<file path="src/hw/rtl/bde_pkg.sv">
// bde_pkg: opcodes, status codes and cell control types for the deque engine
// depends on nothing; used by bde_cell and bounded_deque_engine
`default_nettype none

package bde_pkg;

  localparam int DATA_W = 32;

  // input opcodes
  localparam logic [2:0] OP_PUSH_FRONT = 3'd0;
  localparam logic [2:0] OP_PUSH_BACK  = 3'd1;
  localparam logic [2:0] OP_POP_BACK   = 3'd2;
  localparam logic [2:0] OP_POP_FRONT  = 3'd3;
  localparam logic [2:0] OP_DUMP       = 3'd4;

  // result status codes
  localparam logic [1:0] ST_OK    = 2'd0;
  localparam logic [1:0] ST_EMPTY = 2'd1;
  localparam logic [1:0] ST_FULL  = 2'd2;

  // per-cycle command broadcast to every cell
  typedef enum logic [2:0] {
    CELL_HOLD,
    CELL_SHIFT_R,
    CELL_SHIFT_L,
    CELL_APPEND,
    CELL_DROP_BACK,
    CELL_ROTATE
  } cell_op_t;

  typedef struct packed {
    cell_op_t                  op;
    logic signed [DATA_W-1:0]  value;
    logic signed [DATA_W-1:0]  head_data;
  } cell_ctrl_t;

endpackage

`default_nettype wire

</file>
<file path="src/hw/rtl/bde_cell.sv">
// bde_cell: one slot of the deque chain, holding an element and its valid bit
// depends on bde_pkg; instantiated in a row by bounded_deque_engine
`default_nettype none

module bde_cell (
  input  wire logic                               clk,
  input  wire logic                               rst,
  input  wire bde_pkg::cell_ctrl_t                ctrl,
  input  wire logic                               left_valid,
  input  wire logic signed [bde_pkg::DATA_W-1:0]  left_data,
  input  wire logic                               right_valid,
  input  wire logic signed [bde_pkg::DATA_W-1:0]  right_data,
  output logic                                    valid,
  output logic signed [bde_pkg::DATA_W-1:0]       data
);
  import bde_pkg::*;

  logic is_tail;

  // this cell holds the back element
  assign is_tail = valid & ~right_valid;

  // occupancy, kept as a thermometer along the chain
  always_ff @(posedge clk) begin
    if (rst) begin
      valid <= 1'b0;
    end else begin
      unique case (ctrl.op)
        CELL_SHIFT_R:   valid <= left_valid;
        CELL_SHIFT_L:   valid <= right_valid;
        CELL_APPEND:    if (!valid && left_valid) valid <= 1'b1;
        CELL_DROP_BACK: if (is_tail) valid <= 1'b0;
        CELL_HOLD, CELL_ROTATE: valid <= valid;
        default:        valid <= valid;
      endcase
    end
  end

  // element moves between neighbors, or loads the pushed value or the head data
  always_ff @(posedge clk) begin
    unique case (ctrl.op)
      CELL_SHIFT_R: data <= left_data;
      CELL_SHIFT_L: data <= right_data;
      CELL_APPEND:  if (!valid && left_valid) data <= ctrl.value;
      CELL_ROTATE:  data <= is_tail ? ctrl.head_data : right_data;
      CELL_HOLD, CELL_DROP_BACK: data <= data;
      default:      data <= data;
    endcase
  end

endmodule

`default_nettype wire
</file>
<file path="config.mk">
export PLATFORM = sky130hd
export DESIGN_NAME = bde_cell
export DESIGN_NICKNAME = d
export VERILOG_FILES = /design/src/hw/rtl/bde_pkg.sv /design/src/hw/rtl/bde_cell.sv
export SDC_FILE = /design/constraint.sdc
export NUM_CORES = 1
export LEC_CHECK = 0
export BUFFER_PORTS_ARGS = -buffer_cell sky130_fd_sc_hd__buf_4
export CAP_MARGIN = 20
export CORE_MARGIN = 2
export CORE_UTILIZATION = 46
export CTS_BUF_LIST = sky130_fd_sc_hd__clkbuf_8
export DETAILED_ROUTE_END_ITERATION = 6
export GPL_TIMING_DRIVEN = 0
export PLACE_DENSITY = 0.84
export SLEW_MARGIN = 5
export SYNTH_ARGS = -nofsm -noshare
export SYNTH_HDL_FRONTEND = slang
export SYNTH_SLANG_ARGS = --single-unit
</file>
<file path="constraint.sdc">
create_clock -name clk -period 3 [get_ports clk]
set_input_delay 0.45 -clock clk [delete_from_list [all_inputs] [get_ports clk]]
set_output_delay 0.45 -clock clk [all_outputs]
set_load 0.03 [all_outputs]
</file>
# == After elaboration in Yosys (flattened, before gate mapping) ==
# Index checks and enable logic that the tools add are counted.
# op_classes
n_reduce_logical,6
mux,6
n_eq_ne,7
bitwise,2
# op_table
cell,count
32-bit case mux with 4 select lines,1
32-bit 2-to-1 mux,2
4-bit nonzero test,2
"3-bit by 2-bit == test with 1-bit output, second input constant",2
"3-bit == test, second input constant",2
"2-bit inequality test, second input constant",2
1-bit case mux with 4 select lines,1
"3-bit by 1-bit == test with 1-bit output, second input constant",1
3-bit AND reduction,1
1-bit 2-to-1 mux,2
2-bit AND reduction,1
1-bit AND,1
1-bit logical AND,1
1-bit logical NOT,1
1-bit NOT,1
# word_totals
input_bits,135
ff_bits,33
out_inout_bits,33
wordCells,23

# == Depth between registers and ports, before layout ==
# Gate-level depths: netlist (run 1).
# depth
ltp_word,4
mapped_depth,5
depth_no_buf,4

# == Worst setup path before layout (run 1) ==
# No wires, ideal clock.
# synth_path
path_type,register to register
start,reg valid
end,reg data[0] (netlist name) (enable)
setup_time_ns,0.432
stages_incl_launch_ff,4
setup_slack_ns,0.182
n_path_buf,0
period_less_slack_ns,2.818
t_arrival_ns,2.386
cell_sequence,dfxtp_1 -> nand2b_1 -> a21o_1 -> a21oi_1
# synth_between
elab_chain_len,4
# synth_rtl
item,line,rtl
from (decl),bde_cell.sv:13,"output logic valid,"
from (signal assigned),bde_cell.sv:29,CELL_SHIFT_R: valid <= left_valid;
from (signal assigned),bde_cell.sv:30,CELL_SHIFT_L: valid <= right_valid;
from (signal assigned),bde_cell.sv:33,"CELL_HOLD, CELL_ROTATE: valid <= valid;"
1-bit logical NOT,bde_cell.sv:44,CELL_APPEND: if (!valid && left_valid) data <= ctrl.value;
1-bit logical AND,bde_cell.sv:44,
2-bit inequality test (no source line),n/a,
2-bit AND reduction (no source line),n/a,
to (signal assigned),bde_cell.sv:44,
to (signal assigned),bde_cell.sv:45,CELL_ROTATE: data <= is_tail ? ctrl.head_data : right_data;
to (signal assigned),bde_cell.sv:46,"CELL_HOLD, CELL_DROP_BACK: data <= data;"
to (decl),bde_cell.sv:14,output logic signed [bde_pkg::DATA_W-1:0] data
# Every way passes these cells.
# A chain may end at the register's enable or synchronous reset.

# == Worst setup path after layout (run 1) ==
# layout_path
start,reg valid
end,reg data[18] (netlist name) (enable)
# The elaborated chain is that of the path after synthesis.

==> reports/summary.md, run 1 <==
The run gives 1.79 ns as the arrival time of the worst setup path. In the routed layout, each cell is associated on average with a via count of 5.57. The tools report the clock network fraction of total power as 0.212.

In this run the worst setup path begins at valid. The number of cells on the worst reg-to-reg path is 4. Buffer type at the clock tree root: sky130_fd_sc_hd__clkbuf_8. The post-synthesis xor/xnor area fraction was 0.

Prior to clock tree synthesis, the placed netlist has a worst setup slack of 0.981 ns. The fraction of layout instances using a drive strength above 1 came out at 0.583. A synthesized cell averages 10.6 µm². The total of cells resized after clock tree synthesis is 0, and the total CTS buffers is 5. Buffers inserted to repair hold after CTS numbered 0.

In the final design database the tool counted 579 nets. The floorplan step defined a core boundary enclosing 5990 µm². Once routing completed, OpenROAD measured the worst setup slack at 1.20 ns. TritonCTS built the clock tree. For this run, the leading register cell type out of synthesis is sky130_fd_sc_hd__edfxtp_1. The synthesized design contains 32 enable-type register cells. The total net switching power is 0.474 mW. In this run the post-CTS setup repair buffer count came out at 0.

For the clock tree skew after final layout, the log shows 0.00729 ns. Total leakage power: 2.04 nW. The capture instance of the worst register-to-register path was data[18]. The run gives 23 as the distinct cell type count of the synthesized netlist. Power comes to 1.49 mW. The async set-or-reset flop fraction in the synthesized netlist came out at 0. Of all nets on the critical path, the largest fanout is 17.

The initialized floorplan defines 28 standard-cell rows. For this run, design rule violations remaining after detail routing come to 0. The run gives 2870 µm² as the area of the mapped netlist. The CTS sink count came out at 33. For the worst-skew pair, the clock arrives at the later sink with an insertion delay of 0.28 ns. The cell count after synthesis came out at 270. The commonest cells after synthesis are 34 x sky130_fd_sc_hd__a21oi_1, 33 x sky130_fd_sc_hd__mux2i_1, 33 x sky130_fd_sc_hd__nor2b_1. The number of global-route vias before repair was 3027; the total power density per cell area was 345 nW/µm². The tools report the initial antenna violation count as 0.

The worst register-to-register path has a setup slack of 1.20 ns. The post-synthesis share of cell area spent on full adders, half adders and majority gates is 0. The tools report the combinational share of power as 0.399. The horizontal die dimension works out to 83.0 µm. By area, the combinational part of the netlist is dominated by compound AO/OA/AOI/OAI gates.

Fraction of power spent switching nets: 0.318. The total overflow left after global routing is 0. For the finished layout, the period the worst path requires is 1.80 ns.

Setup violations remaining at the end of the flow were counted as 0. The first global-routing pass estimated 14.4 mm of wire. For the sequential area share after synthesis, the log shows 0.342. The share of the synthesized area in compound gates (AO/OA/AOI/OAI) was 0.262; the placer congestion estimate was 0.847.

The count of final hold-check violations was 0; the layout overhead on the synthesized area was 50.7%. The internal power was 1.02 mW. The biggest area consumer among synthesized cells is sky130_fd_sc_hd__edfxtp_1. The pin count of the biggest net entering global routing was 18; the final clock period utilization by the worst path was 0.599. 0 antenna diodes ended up in the layout. Clock-pin slew was measured on the worst setup and hold paths at 0.07 ns. For the buffer levels on the longest clock path, the log shows 2. The fill cell total of the finished layout came out at 446. During synthesis, Yosys emitted a total of 0 warnings. The pre-antenna-repair detailed-routing pass consisted of 4 iterations.

The number of port buffers is 166. STA classifies the critical path endpoint as a flop. The run finished with clean final reports. The final-report max-slew violation count was 0; the violation count after the first detailed-routing iteration was 116. Max-cap violations in this run came to 0. The tools report the number of primary I/O pins as 168.

Detail-routed net length per standard cell: 17.4 µm. For the pin with the worst max-slew slack, the measured transition is 0.643 ns. The top-area cell type share of the netlist area was 0.335; the total global-route track usage was 0.255.

The share of cell area taken by muxes after synthesis works out to 0.241. The kind of start point of the critical path was a flop. The run gives 0.389 as the sequential fraction of design power. Counting flops and latches in the post-synthesis netlist gives 33. Across the VDD grid, the largest voltage drop is 252 µV. The tools report the maximum operating frequency as 557 MHz. The logs give 7.14 mm for the HPWL after detailed placement and 0 for the remaining antenna violation count after routing. The simple-gate share of the synthesized area was 0.0933. Among all cell types in the netlist, the one instantiated most often is sky130_fd_sc_hd__a21oi_1. STA puts the critical path data required time at 2.99 ns.

The run gives 0.479 as the initial core utilization. The die is 83.0 µm tall. The share of the core filled with cells was 0.722. The min-delay analysis places its worst path in the category in2reg.

The logs give 6890 µm² for the die area and 9.02 mm for the total wirelength of the detailed-routed design. Setup repair after global routing left no endpoint under its margin. The capturing instance or port of the critical path is data[18]. The tools report the worst slew margin relative to its limit as 0.570. The critical path is of the reg2reg type. After synthesis, the cell types taking the most area are sky130_fd_sc_hd__edfxtp_1 33%, sky130_fd_sc_hd__a22oi_2 13%, sky130_fd_sc_hd__mux2_2 13%. The detailed router placed 2890 vias in this run. Synthesis produced a netlist with a net count of 405.

The H-tree was split into 2 levels. The tools report the origin of the critical flop-to-flop path as valid.
## routing by layer
layer,GRT usage,part of all wire,up-vias
met3,0.0517,0.064,16
met2,0.468,0.53,133
met1,0.293,0.38,1368
met5,0,0,-
li1,-,-,1373
met4,0.0879,0.024,0
## cell type report
type,instances,area (µm²),share of cell area
Tap cell,75,93.8,0.0217
Buffer,27,180,0.0417
Sequential cell,33,981,0.227
Clock buffer,5,68.8,0.0159
Clock inverter,2,7.51,0.00174
Timing Repair Buffer,167,1270,0.294
Multi-Input combinational cell,210,1720,0.398
## worst min path at each step
| stage | start | end | slack [ns] | cells past startpoint |
|---|---|---|---|---|
| after floorplan | valid | valid | 0.62 | 2 |
| after global placement | valid | valid | 0.49 | 2 |
| after detailed placement | valid | valid | 0.51 | 2 |
| after CTS | rst | valid | 0.44 | 3 |
| after global routing | rst | valid | 0.46 | 3 |
| final | rst | valid | 0.44 | 3 |
## power by group through the flow
stage	sequential [mW]	clock, mW	combinational [mW]
2_1_floorplan	0.681	0	0.233
3_3_place_gp	0.589	0	0.571
3_5_place_dp	0.590	0	0.594
4_1_cts	0.580	0.320	0.595
5_1_grt	0.584	0.342	0.632
6_report	0.580	0.317	0.595
## sequential cells by signal (all words and copies together) (netlist names)
register  cells
valid         1
data         32
## cells by family (layout without fill, tap and decap cells)
group / Yosys count / in the layout
AND/OR/NAND/NOR: 43 / 43
multiplexers: 65 / 65
AO/OA/AOI/OAI: 102 / 102
buffers and inverters: 27 / 201
flip-flops: 33 / 33
## worst max-delay path: stages, from the launching register on
cell and delay, ns:
sky130_fd_sc_hd__dfxtp_1 0.33, sky130_fd_sc_hd__nand2b_1 0.17, sky130_fd_sc_hd__a21o_1 0.21, sky130_fd_sc_hd__a21oi_4 0.54, sky130_fd_sc_hd__buf_16 0.23
## layout by cell type (no fill, tap or decap), types with 2 or more instances in the layout
cell,n
sky130_fd_sc_hd__a22oi_2,30
sky130_fd_sc_hd__clkbuf_8,5
sky130_fd_sc_hd__a21oi_1,33
sky130_fd_sc_hd__buf_6,4
sky130_fd_sc_hd__o21ai_0,3
sky130_fd_sc_hd__nand2b_1,3
sky130_fd_sc_hd__nor2_1,3
sky130_fd_sc_hd__clkbuf_1,4
sky130_fd_sc_hd__o21ai_1,30
sky130_fd_sc_hd__edfxtp_1,32
sky130_fd_sc_hd__mux2i_1,33
sky130_fd_sc_hd__buf_2,9
sky130_fd_sc_hd__a22oi_1,2
sky130_fd_sc_hd__buf_4,176
sky130_fd_sc_hd__mux2_2,32
sky130_fd_sc_hd__nor2b_1,33
## stage by stage
step | cells | TNS (ns) | hold WS (ns) | area (µm²)
2_1_floorplan | 270 | 0 | 0.616 | 2870
3_3_place_gp | 511 | -23.50 | 0.495 | 4210
3_5_place_dp | 512 | 0 | 0.508 | 4250
4_1_cts | 519 | 0 | 0.443 | 4330
5_1_grt | 519 | 0 | 0.456 | 4330
6_report | 519 | 0 | 0.442 | 4330
Note: power is estimated with default switching activity, not from simulation.
==> run 2: changes to the inputs <==
==> constraint.sdc (replaced) <==
create_clock -name clk -period 1.66 [get_ports clk]
set_input_delay 0.249 -clock clk [delete_from_list [all_inputs] [get_ports clk]]
set_output_delay 0.249 -clock clk [all_outputs]
set_load 0.03 [all_outputs]
==> reports/summary.md, run 2 (synthesized netlist as in run 1, its figures left out) <==
The flow ran to the end, and the final reports show no timing, DRC or antenna violations. Via count: 2872 (was 2890). Worst-path cell chain: nand2b_1 > buf_4 > buf_4 > mux2i_1 > a22oi_2 (was nand2b_1 > a21o_1 > a21oi_4 > buf_16). Number of buffer and inverter instances along the worst setup path: 2 (was 1).

Setup repair after global routing left no endpoint under its margin. Fraction of layout instances using a drive strength above 1: 0.590 (was 0.583). The final layout net count is 581 (was 579), and the maximum single-stage delay on the critical path is 0.36 ns (was 0.54 ns). The detail-routed net length per standard cell was 18.1 µm (was 17.4 µm). The worst slew margin relative to its limit is 0.509 (was 0.570). The tools report the buffer type at the clock tree root as sky130_fd_sc_hd__clkbuf_8 (unchanged). The kind of start point of the critical path was a flop (unchanged).

The placement-stage worst setup slack came out at -0.346 ns (was 0.981 ns). The clock tree skew after final layout was 0.00268 ns (was 0.00729 ns); the count of final hold-check violations was 0 (unchanged). For the required time reported for the critical path endpoint, the log shows 1.69 ns (was 2.99 ns). The logs give 0 (unchanged) for the hold buffer count at cts and 4.79 mm (about the same) for the total met2 wirelength after detailed routing. The H-tree depth reported by CTS is 2 (unchanged), and the post-route minimum period is 1.45 ns (was 1.80 ns). For the maximum VDD drop, the log shows 423 µV (was 252 µV). Capture instance of the worst register-to-register path: data[16] (was data[18]). The top routing layer in use was met4 (unchanged). The initial core utilization is 0.479 (unchanged).

The total power density per cell area is 623 nW/µm² (was 345 nW/µm²), and the flip-flop count of the largest register after layout is 32 (unchanged). The wire length of the first global-routing pass came out at 15.0 mm (was 14.4 mm). The initial antenna violation count is 0 (unchanged).

The total leakage power is 2.05 nW (was 2.04 nW), and the clock latency at the later pin of the worst-skew pair is 0.28 ns (about the same). The horizontal die dimension is 83.0 µm (unchanged). The number of iterations in the first detailed-routing pass came out at 4 (unchanged). The placer congestion estimate is 0.777 (was 0.847), and the total global-route track usage is 0.270 (was 0.255). Worst min-delay path category: in2reg (unchanged). The wire length on met3 came out at 714 µm (was 573 µm). Registers with the most flip-flops: data x32, valid x1 (unchanged). The number of port buffers is 166 (unchanged). The cell depth of the worst min-delay path works out to 3 (unchanged). Most frequent cells in the layout: 176 x sky130_fd_sc_hd__buf_4, 33 x sky130_fd_sc_hd__mux2i_1, 33 x sky130_fd_sc_hd__nor2b_1, 33 x sky130_fd_sc_hd__a21oi_1 (unchanged).

The startpoint of the most critical hold path is rst (unchanged). The largest fanout of any net on the critical path was 10 (was 17); the pin count of the biggest net entering global routing was 17 (was 18). The run gives 7.04 mm (was 7.14 mm) as the HPWL after detailed placement.

The register with the highest flop count was data (unchanged). The cell family with the largest share of critical-path delay was buffers and inverters (was compound AO/OA/AOI/OAI gates). Internal reg-to-reg setup slack: 0.21 ns (was 1.20 ns).

For the site row count, the log shows 28 (unchanged). The tools report the final worst setup slack as 0.211 ns (was 1.20 ns). The final clock period utilization by the worst path is 0.873 (was 0.599), and the buffer levels on the longest clock path is 2 (unchanged). Mean number of vias per cell: 5.51 (was 5.57). The kind of capture point of the worst setup path was a flop (unchanged).

Most common library cell in the layout ignoring fill and taps: sky130_fd_sc_hd__buf_4 (unchanged). The final-report max-slew violation count is 0 (unchanged), and the layout overhead on the synthesized area is 52.1% (was 50.7%). The violation count after the first detailed-routing iteration is 96 (was 116), and the number of primary I/O pins is 168 (unchanged). The logs give 0 ns (unchanged) for the sum of negative setup slack and 5 (unchanged) for the total CTS buffers. The tools report the number of maximum-capacitance constraint violations as 0 (unchanged).

The maximum operating frequency came out at 690 MHz (was 557 MHz). The origin of the critical flop-to-flop path was valid (unchanged). The tools report the endpoint with the worst hold slack as valid (unchanged). The run gives 3088 (was 3027) as the number of global-route vias before repair.

TritonCTS built the clock tree. The total wirelength of the detailed-routed design came out at 9.45 mm (was 9.02 mm). The number of diodes was 0 (unchanged); the clock transition at the register clock pins on the worst setup and hold paths after CTS was 0.07 ns (about the same). The CTS sink count was 33 (unchanged). Die span in y: 83.0 µm (unchanged).

The run gives 3.73 mm (was 3.44 mm) as the total routed wire length on the met1 layer. The actual transition at the worst max-transition pin is 0.736 ns (was 0.643 ns). The number of setup violations in the final report came out at 0 (unchanged).

The type of the worst setup path is reg2reg (unchanged). The most common cell type on the critical path is sky130_fd_sc_hd__buf_4. The sum of overflow across all layers after global routing was 0 (unchanged). The run gives 5990 µm² (unchanged) as the core area.

The fill cell total of the finished layout was 478 (was 446). The die area was 6890 µm² (unchanged); the cell depth of the worst flop-to-flop path was 5 (was 4). Number of remaining DRC errors: 0 (unchanged). Highest-delay cell along the critical path: sky130_fd_sc_hd__dfxtp_4 (was sky130_fd_sc_hd__a21oi_4).

The remaining antenna violation count after routing was 0 (unchanged); the arrival time of the worst setup path was 1.48 ns (was 1.79 ns).
[run 2: worst max-delay path by stage]
stage	startpoint	to	slack [ns]	cells past startpoint
finish	valid	data[16]	0.21	5
global route	valid	data[2]	0.17	5
CTS	valid	data[20]	0.005	3
detailed placement	ctrl[65]	data[22]	-0.35	3
global placement	ctrl[66]	data[29]	-0.34	4
floorplan	valid	data[0]	-0.008	3
[run 2: worst register-to-register path: cells and delay by family, from the launching register on]
family	cells	cell delay [ns]
buffers and inverters	2	0.37
DFF	1	0.36
muxes	1	0.30
AOI/OAI and AO/OA	1	0.11
and+or+nand+nor	1	0.06
[run 2: cell type report]
class	instances	area [µm²]	share of cell area
Clock inverter	2	7.51	0.00172
Clock buffer	5	68.8	0.0158
Timing Repair Buffer	168	1290	0.295
Sequential cell	33	985	0.226
Tap cell	75	93.8	0.0215
Buffer	27	180	0.0413
Multi-Input combinational cell	211	1740	0.400
[run 2: routing by layer]
metal | up-vias | GRT usage
met5 | - | 0
li1 | 1384 | -
met2 | 132 | 0.483
met3 | 21 | 0.0656
met1 | 1335 | 0.310
met4 | 0 | 0.0999
[run 2: timing repair]
action                                  in CTS  in global routing
gates cloned                                 1                  0
buffers inserted                             0                  2
pin swaps                                    1                  2
gates resized for setup                      1                  0
endpoints found under the setup margin      32                 32
[run 2: power by group]
part	total, mW	leakage [nW]	switching, mW	internal [mW]
clock network	0.580	0.0428	0.303	0.277
registers	1.04	0.322	0.0240	1.02
logic	1.10	1.69	0.545	0.550
total	2.72	2.05	0.872	1.85
[run 2: metrics by stage]
step / cells / hold slack, ns / util / cell area, µm² / total power [mW]
final: 521 / 0.225 / 0.729 / 4370 / 2.72
after global routing: 521 / 0.238 / 0.729 / 4370 / 2.84
after CTS: 519 / 0.225 / 0.722 / 4330 / 2.71
after detailed placement: 511 / 0.503 / 0.707 / 4230 / 2.13
after global placement: 511 / 0.505 / 0.707 / 4230 / 2.10
after floorplan: 270 / 0.422 / - / 2890 / 1.66
==> run 3: changes to the inputs <==
--- a/config.mk
+++ b/config.mk
@@ -8,11 +8,11 @@
 export BUFFER_PORTS_ARGS = -buffer_cell sky130_fd_sc_hd__buf_4
 export CAP_MARGIN = 20
 export CORE_MARGIN = 2
-export CORE_UTILIZATION = 46
+export CORE_UTILIZATION = 41
 export CTS_BUF_LIST = sky130_fd_sc_hd__clkbuf_8
 export DETAILED_ROUTE_END_ITERATION = 6
 export GPL_TIMING_DRIVEN = 0
-export PLACE_DENSITY = 0.84
+export PLACE_DENSITY = 0.79
 export SLEW_MARGIN = 5
 export SYNTH_ARGS = -nofsm -noshare
 export SYNTH_HDL_FRONTEND = slang
==> constraint.sdc (replaced) <==
create_clock -name clk -period 1.3 [get_ports clk]
set_input_delay 0.195 -clock clk [delete_from_list [all_inputs] [get_ports clk]]
set_output_delay 0.195 -clock clk [all_outputs]
set_load 0.03 [all_outputs]
==> reports/summary.md, run 3 (synthesized netlist as in run 1, its figures left out) <==
The final clock period utilization by the worst path works out to 1.07 (was 0.873). For the total routed wire length on the met1 layer, the log shows 3.71 mm (was 3.73 mm). Registers with the most flip-flops: data x32, valid x1 (unchanged). Setup repair after global routing could not meet its margin everywhere. The horizontal die dimension was 87.7 µm (was 83.0 µm); the pin count of the biggest net entering global routing was 15 (was 17).

Most common library cell in the layout ignoring fill and taps: sky130_fd_sc_hd__buf_4 (unchanged). Top routing layer in use: met4 (unchanged). The tools report the initial core utilization as 0.422 (was 0.479). Cell family with the largest share of critical-path delay: compound AO/OA/AOI/OAI gates (was buffers and inverters). The total met2 wirelength after detailed routing is 5.01 mm (was 4.79 mm), and the flip-flop count of the largest register after layout is 32 (unchanged).

The tools report the number of iterations in the first detailed-routing pass as 6 (was 4). Actual transition at the worst max-transition pin: 0.500 ns (was 0.736 ns). The tools report the total leakage power as 2.02 nW (was 2.05 nW). The fill cell total of the finished layout is 532 (was 478), and the remaining antenna violation count after routing is 0 (unchanged). The buffer type at the clock tree root was sky130_fd_sc_hd__clkbuf_8 (unchanged). The largest fanout of any net on the critical path was 14 (was 10); the final-report max-slew violation count was 0 (unchanged). The wire length of the first global-routing pass was 14.1 mm (was 15.0 mm). The number of primary I/O pins is 168 (unchanged).

The arrival time of the worst setup path came out at 1.40 ns (was 1.48 ns). The die span in y was 87.7 µm (was 83.0 µm); the via count was 2906 (was 2872). The placer congestion estimate was 0.768 (was 0.777).

Most frequent cells in the layout: 175 x sky130_fd_sc_hd__buf_4, 33 x sky130_fd_sc_hd__nor2b_1, 33 x sky130_fd_sc_hd__a21oi_1 (was 176 x sky130_fd_sc_hd__buf_4, 33 x sky130_fd_sc_hd__mux2i_1, 33 x sky130_fd_sc_hd__nor2b_1, 33 x sky130_fd_sc_hd__a21oi_1). The cell depth of the worst flop-to-flop path was 4 (was 5); the worst slew margin relative to its limit was 0.666 (was 0.509). The violation count after the first detailed-routing iteration was 115 (was 96).

The maximum single-stage delay on the critical path came out at 0.35 ns (was 0.36 ns). The source of the critical timing path is valid (unchanged). The mean number of vias per cell came out at 5.30 (was 5.51). The number of port buffers is 166 (unchanged), and the buffer levels on the longest clock path is 2 (unchanged). The tools report the placement-stage worst setup slack as -0.651 ns (was -0.346 ns).

For the HPWL after detailed placement, the log shows 6.92 mm (was 7.04 mm). Total wirelength of the detailed-routed design: 9.49 mm (was 9.45 mm). For the total CTS buffers, the log shows 5 (unchanged). The number of setup violations in the final report came out at 62 (was 0).

The highest-delay cell along the critical path was sky130_fd_sc_hd__dfxtp_4 (unchanged). The die area was 7690 µm² (was 6890 µm²). Worst-path cell chain: nand2b_4 > a21o_4 > a21oi_4 > buf_12 (was nand2b_1 > buf_4 > buf_4 > mux2i_1 > a22oi_2). The number of diodes is 0 (unchanged).

The run gives 0.30 ns (was 0.28 ns) as the clock latency at the later pin of the worst-skew pair. The total power density per cell area was 784 nW/µm² (was 623 nW/µm²); the sum of overflow across all layers after global routing was 0 (unchanged). The total stage count of the critical path was 4 (was 5).

The run gives 6790 µm² (was 5990 µm²) as the core area. The worst min-delay path category was in2reg (unchanged). The final worst setup slack was -0.0934 ns (was 0.211 ns); the maximum operating frequency was 718 MHz (was 690 MHz). The run finished, with violations left.

The checks that failed: negative setup slack. The run gives 586 (was 581) as the final layout net count. The count of final hold-check violations was 0 (unchanged). The number of maximum-capacitance constraint violations is 0 (unchanged), and the sum of negative setup slack is -2.93 ns (was 0 ns). The run gives 0 (unchanged) as the initial antenna violation count. The post-route minimum period came out at 1.39 ns (was 1.45 ns). The wire length on met3 is 596 µm (was 714 µm), and the fraction of layout instances using a drive strength above 1 is 0.648 (was 0.590). The kind of start point of the critical path was a flop (unchanged).

The clock tree skew after final layout was 0.0117 ns (was 0.00268 ns); the number of buffer and inverter instances along the worst setup path was 1 (was 2). The required time reported for the critical path endpoint was 1.31 ns (was 1.69 ns). For the CTS sink count, the log shows 33 (unchanged).

The number of remaining DRC errors was 0 (unchanged); the number of global-route vias before repair was 2943 (was 3088). The run gives 30 (was 28) as the site row count. The clock transition at the register clock pins on the worst setup and hold paths after CTS came out at 0.07 ns (about the same).

The tools report the startpoint of the most critical hold path as rst (unchanged). The detail-routed net length per standard cell was 17.3 µm (was 18.1 µm). The cell depth of the worst min-delay path came out at 3 (unchanged).

The register with the highest flop count is data (unchanged). The tools report the kind of capture point of the worst setup path as a flop (unchanged). The layout overhead on the synthesized area came out at 61.4% (was 52.1%).

The H-tree depth reported by CTS was 2 (unchanged); the total global-route track usage was 0.239 (was 0.270). The maximum VDD drop came out at 423 µV (about the same). TritonCTS built the clock tree. Type of the worst setup path: reg2reg (unchanged). The origin of the critical flop-to-flop path is valid (unchanged).
## run 3: final cells by class
cell class / instances / area (µm²) / area share
Buffer: 27 / 223 / 0.0481
Clock buffer: 5 / 68.8 / 0.0149
Clock inverter: 3 / 17.5 / 0.00378
Multi-Input combinational cell: 211 / 1890 / 0.407
Sequential cell: 33 / 985 / 0.213
Tap cell: 96 / 120 / 0.0259
Timing Repair Buffer: 173 / 1330 / 0.287
## run 3: repair_timing
item / 4_1_cts / 5_1_grt
cloned: 1 / 0
setup buffers: 6 / 1
pin swaps: 2 / 1
gates resized for setup: 22 / 15
setup endpoints to repair: 62 / 64
hold buffers: 0 / 0
## run 3: metal layers
layer / up-vias / global-route usage
met1: 1376 / 0.277
met3: 16 / 0.0434
li1: 1394 / -
met2: 120 / 0.441
met4: 0 / 0.0797
met5: - / 0
## run 3: path summary, 6_finish.rpt
kind,end,slack (ns)
max,data[14],-0.09
min,valid,0.18
max reg2reg,data[14],-0.09
min reg2reg,valid,0.52
## run 3: where the power goes
group	internal [mW]	switching, mW	total (mW)
logic	0.768	0.722	1.49
clock network	0.370	0.437	0.807
registers	1.30	0.0300	1.33
## run 3: worst min-delay path, stage by stage
cell and delay, ns:
sky130_fd_sc_hd__buf_4 0.08, sky130_fd_sc_hd__nand2b_1 0.09, sky130_fd_sc_hd__mux2i_1 0.06
## run 3: per-stage QoR
stage               instance area [µm²]  hold WS, ns  power [mW]   util  std cells
floorplan                          2920        0.368        2.12      -        270
global placement                   4290        0.474        2.69  0.631        532
detailed placement                 4290        0.487        2.72  0.631        532
CTS                                4570        0.180        3.61  0.672        547
global route                       4630        0.194        3.77  0.682        548
finish                             4630        0.180        3.63  0.682        548
